### src/design/asld_pkg.sv
`timescale 1ns / 1ps
// Shared types and constants of the adaptive sound level detector.
// Used by asld_div_cell, adaptive_sound_level_detector and the testbench; depends on nothing.
package asld_pkg;

  localparam int THR_W   = 12;
  localparam int STEP_W  = 12;
  localparam int LVL_W   = 4;
  localparam int COOL_W  = 16;
  localparam int CFG_AW  = 2;
  localparam int CFG_DW  = 16;
  localparam int QUO_W   = LVL_W + 1;
  localparam int OUT_DW  = 8;

  localparam logic [THR_W-1:0]  THRESHOLD_RST = 12'd150;
  localparam logic [STEP_W-1:0] STEP_RST      = 12'd30;
  localparam logic [LVL_W-1:0]  MAX_LEVEL_RST = 4'd5;
  localparam logic [COOL_W-1:0] COOLDOWN_RST  = 16'd200;

  typedef enum logic [CFG_AW-1:0] {
    REG_THRESHOLD,
    REG_STEP_SIZE,
    REG_MAX_LEVEL,
    REG_COOLDOWN
  } cfg_reg_t;

  typedef enum logic [1:0] {
    ST_IDLE,
    ST_EVAL,
    ST_DIVIDE,
    ST_OUTPUT
  } state_t;

  typedef struct packed {
    logic             dropped;
    logic             detected;
    logic [LVL_W-1:0] level;
  } result_t;

endpackage

### src/design/asld_div_cell.sv
`timescale 1ns / 1ps
// One cell of the quotient chain: a registered restoring-division step for one bit.
// Depends on asld_pkg.
module asld_div_cell
  import asld_pkg::*;
#(
  parameter int DIV_W = 16,
  parameter int SHIFT = 0
) (
  input  logic              clk,
  input  logic              rst,
  input  logic              in_valid,
  input  logic [DIV_W-1:0]  in_rem,
  input  logic [QUO_W-1:0]  in_quo,
  input  logic [STEP_W-1:0] step,
  output logic              out_valid,
  output logic [DIV_W-1:0]  out_rem,
  output logic [QUO_W-1:0]  out_quo
);

  logic [DIV_W-1:0] shifted;
  logic             fits;

  assign shifted = DIV_W'(step) << SHIFT;
  assign fits    = (in_rem >= shifted);

  always_ff @(posedge clk) begin
    if (rst) begin
      out_valid <= 1'b0;
    end else begin
      out_valid <= in_valid;
    end
  end

  always_ff @(posedge clk) begin
    out_rem <= fits ? (in_rem - shifted) : in_rem;
    out_quo <= {in_quo[QUO_W-2:0], fits};
  end

endmodule

### config.mk
export PLATFORM = sky130hd
export DESIGN_NAME = asld_div_cell
export DESIGN_NICKNAME = d
export VERILOG_FILES = /design/src/design/asld_pkg.sv /design/src/design/asld_div_cell.sv
export SDC_FILE = /design/constraint.sdc
export NUM_CORES = 1
export LEC_CHECK = 0
export BUFFER_PORTS_ARGS = -buffer_cell sky130_fd_sc_hd__clkbuf_2
export CORE_ASPECT_RATIO = 0.9
export CORE_UTILIZATION = 50
export DETAILED_ROUTE_END_ITERATION = 8
export HOLD_SLACK_MARGIN = 0.03
export PLACE_DENSITY = 0.92
export REMOVE_ABC_BUFFERS = 1
export SLEW_MARGIN = 30
export SYNTH_ARGS = -nofsm -noshare
export SYNTH_HDL_FRONTEND = slang
export SYNTH_SLANG_ARGS = --single-unit
### constraint.sdc
create_clock -name clk -period 4.27 [get_ports clk]
set_clock_uncertainty 0.2 [all_clocks]
set_input_delay 0.427 -clock clk [delete_from_list [all_inputs] [get_ports clk]]
set_output_delay 0.427 -clock clk [all_outputs]
set_load 0.005 [all_outputs]
==> flow_summary.toml <==
[outcome]
run_status = "finished, final reports clean"

[routing]
drt_pre_antenna_iters = 4
dr_wl_met2_um = 1350
postRouteWirelength_um = 2780
post_drt_via_cell_ratio = 5.10
met3_length_um = 212
starting_drt_drc_count = 23
drt.antenna.violating_nets = 0
drc = 0
detailed_route_wire_length_per_cell_um = 11.7
highest_signal_layer_in_the_routed_design = "met4"
met1Wirelength_um = 1190
detailroute.via_count = 1208

[synth]
syn_inst = 145
syn-mean-instance-area_um2 = 9.04
synth_seq_area_share_pct = 33.6
asyncSetResetFlopFracSynth_pct = 0
yosys_warnings = 0
synth-edff-count = 0
ys_dominant_reg_cell = "dfxtp_1"
ys_types = 36
synth.ff_latch_count = 22
synthesized_area_mm2 = 0.00131

[timing]
max_slew_margin_pct = 71.3
tightest_slew_ps = 430
period_minus_slack_ps = 2720
hold_violations = 0
grt_setup_unrepaired = "false"
timing.final.crit_share_pct = 63.8
setup_total_negative_slack_ps = 0
worst_hold_slack_ps = 56.6
slew_violations = 0
clock.fmax_mhz = 367
setup_viol = 0

[place]
hpwl_after_dpl_um = 2110
post_dp_cell_area_mm2 = 0.00162
finalWeightedCongestion = 0.802
portBuffers = 56
place.detailed.instances = 229

[global_routing]
grt_antenna_before_repair = 0
grt_usage_pct = 19.6
grt_start_max_net_pins = 14
grt_first_pass_wirelength_um = 4430
globalRouteOverflowTotal = 0
grt_pass1_vias = 1072

[cts]
cts_buffers = 3
cts_tree = "done"
clock_tree.htree_level_count = 1
clock-root-buffer = "clkbuf_4"
cts-resized-gates = 0
clock-sinks = 22
cts.path.max_buffers = 2
clkTransAtPathRegs_ps = 130

[run]
timing.max_cap.violations = 0

[critical_path]
worstPathRequired_ps = 4300
timing.critical_path.from_type = "input pin"
crit_arrival_ps = 2750
end_kind = "flip-flop"
timing_worst_setup_path_type = "input pin to flip-flop"
critPathMaxFanout = 10

[finish]
final_cell_area_mm2 = 0.00171
diodes = 0
non_filler_instance_count_after_layout = 237
flow.area_growth_from_synthesis_pct = 30.2
nets = 259
drive_above_1_share_pct = 35.9

[die]
core_area_mm2 = 0.00247
initial_utilization_pct = 53.1
core.rowCount = 17
number_of_top_level_pins = 58
chipHeight_um = 50.6
die_area_mm2 = 0.00283
die_w_um = 56.0

[power]
post-layout-total-power_mw = 0.585
vdd.ir_drop.worst_v = 0.000288
p_leak_nw = 0.891
powerDensity_mw_per_mm2 = 342

[hold_path]
timing.hold.worst.class = "input pin to flip-flop"
## flip-flops by register name, summed over array words and instances (netlist names)
name       count
out_rem       16
out_quo        5
out_valid      1
## layout by cell type (no fill, tap or decap), types with 2 or more instances in the layout
master | synthesis | final
a21o_1 | 4 | 4
nor3_1 | 2 | 2
dlygate4sd3_1 | 0 | 4
clkbuf_2 | 0 | 56
nor4_1 | 2 | 2
mux2_2 | 3 | 3
buf_4 | 0 | 2
xor2_1 | 2 | 2
nor2_1 | 16 | 16
o21ba_2 | 2 | 2
o21ai_1 | 2 | 2
nor2b_1 | 3 | 3
ha_1 | 12 | 12
a21oi_1 | 18 | 18
nand2_1 | 4 | 4
nand3_1 | 2 | 2
o21ai_0 | 4 | 4
dfxtp_1 | 22 | 22
clkbuf_4 | 0 | 3
inv_1 | 18 | 18
o41ai_2 | 2 | 2
xnor2_1 | 9 | 9
## power by group
group | internal (mW) | total (mW) | switching [mW]
clock | 0.0949 | 0.162 | 0.0668
combinational | 0.0930 | 0.178 | 0.0853
sequential | 0.237 | 0.245 | 0.00768
## Yosys cell counts (2+ instances only)
cell     count  area share, %
nor2_1      16            4.6
o41ai_2      2            2.5
nor4_1       2           0.95
a21oi_1     18            6.9
mux2_2       3            2.6
nor2b_1      3            1.4
a21o_1       4            2.3
nand2_1      4            1.1
o21ba_2      2            1.5
xor2_1       2            1.3
xnor2_1      9            6.0
o21ai_1      2           0.76
dfxtp_1     22             34
o21ai_0      4            1.5
inv_1       18            5.2
nor3_1       2           0.76
ha_1        12             11
nand3_1      2           0.76
## final timing paths
check  slack [ps]         end  cells after the start  startpoint
max          1550  out_rem[4]                     11   in_rem[0]
min            60   out_valid                      2         rst
## kinds of logic (layout without fill, tap and decap cells)
logic type | after synthesis | after routing | share of synthesized area [%]
buffers and inverters | 20 | 84 | 7.16
flip-flops | 22 | 22 | 33.6
AND/OR/NAND/NOR | 34 | 34 | 13.2
XOR/XNOR | 11 | 11 | 7.35
multiplexers | 5 | 5 | 4.20
AO/OA/AOI/OAI | 40 | 40 | 21.6
adder cells (fa/ha/maj) | 13 | 13 | 13.0
## routing by layer
layer / vias up / track usage [%]
li1: 625 / -
met4: 0 / 2.85
met1: 532 / 23.4
met2: 47 / 34.7
met3: 4 / 6.70
met5: - / 0
## layout make-up
class | instances | area (um^2)
Multi-Input combinational cell | 103 | 777
Clock buffer | 3 | 22.5
Fill cell | 209 | 759
Sequential cell | 22 | 440
Timing Repair Buffer | 62 | 335
Clock inverter | 1 | 30.0
Inverter | 18 | 67.6
Tap cell | 28 | 35.0
## worst max-delay path, stage by stage
cell	delay [ps]
clkbuf_2	90
inv_1	40
ha_1	220
fa_1	460
nor2b_4	150
o31a_4	140
nor3_2	40
o21ba_2	240
o21ai_2	360
buf_4	240
mux2_2	340
## stage by stage
stage	setup slack (ps)	util, %
finish	1550	69.2
detailed placement	1210	65.5
global route	1480	69.2
global placement	1270	65.5
CTS	1560	69.2
floorplan	1410	-
## what timing repair did
action                                  in CTS  in global routing
endpoints found under the hold margin        4                  0
setup buffers                                0                  0
hold buffers                                 4                  0
endpoints found under the setup margin       0                  0
(Power assumes the default switching activity.)
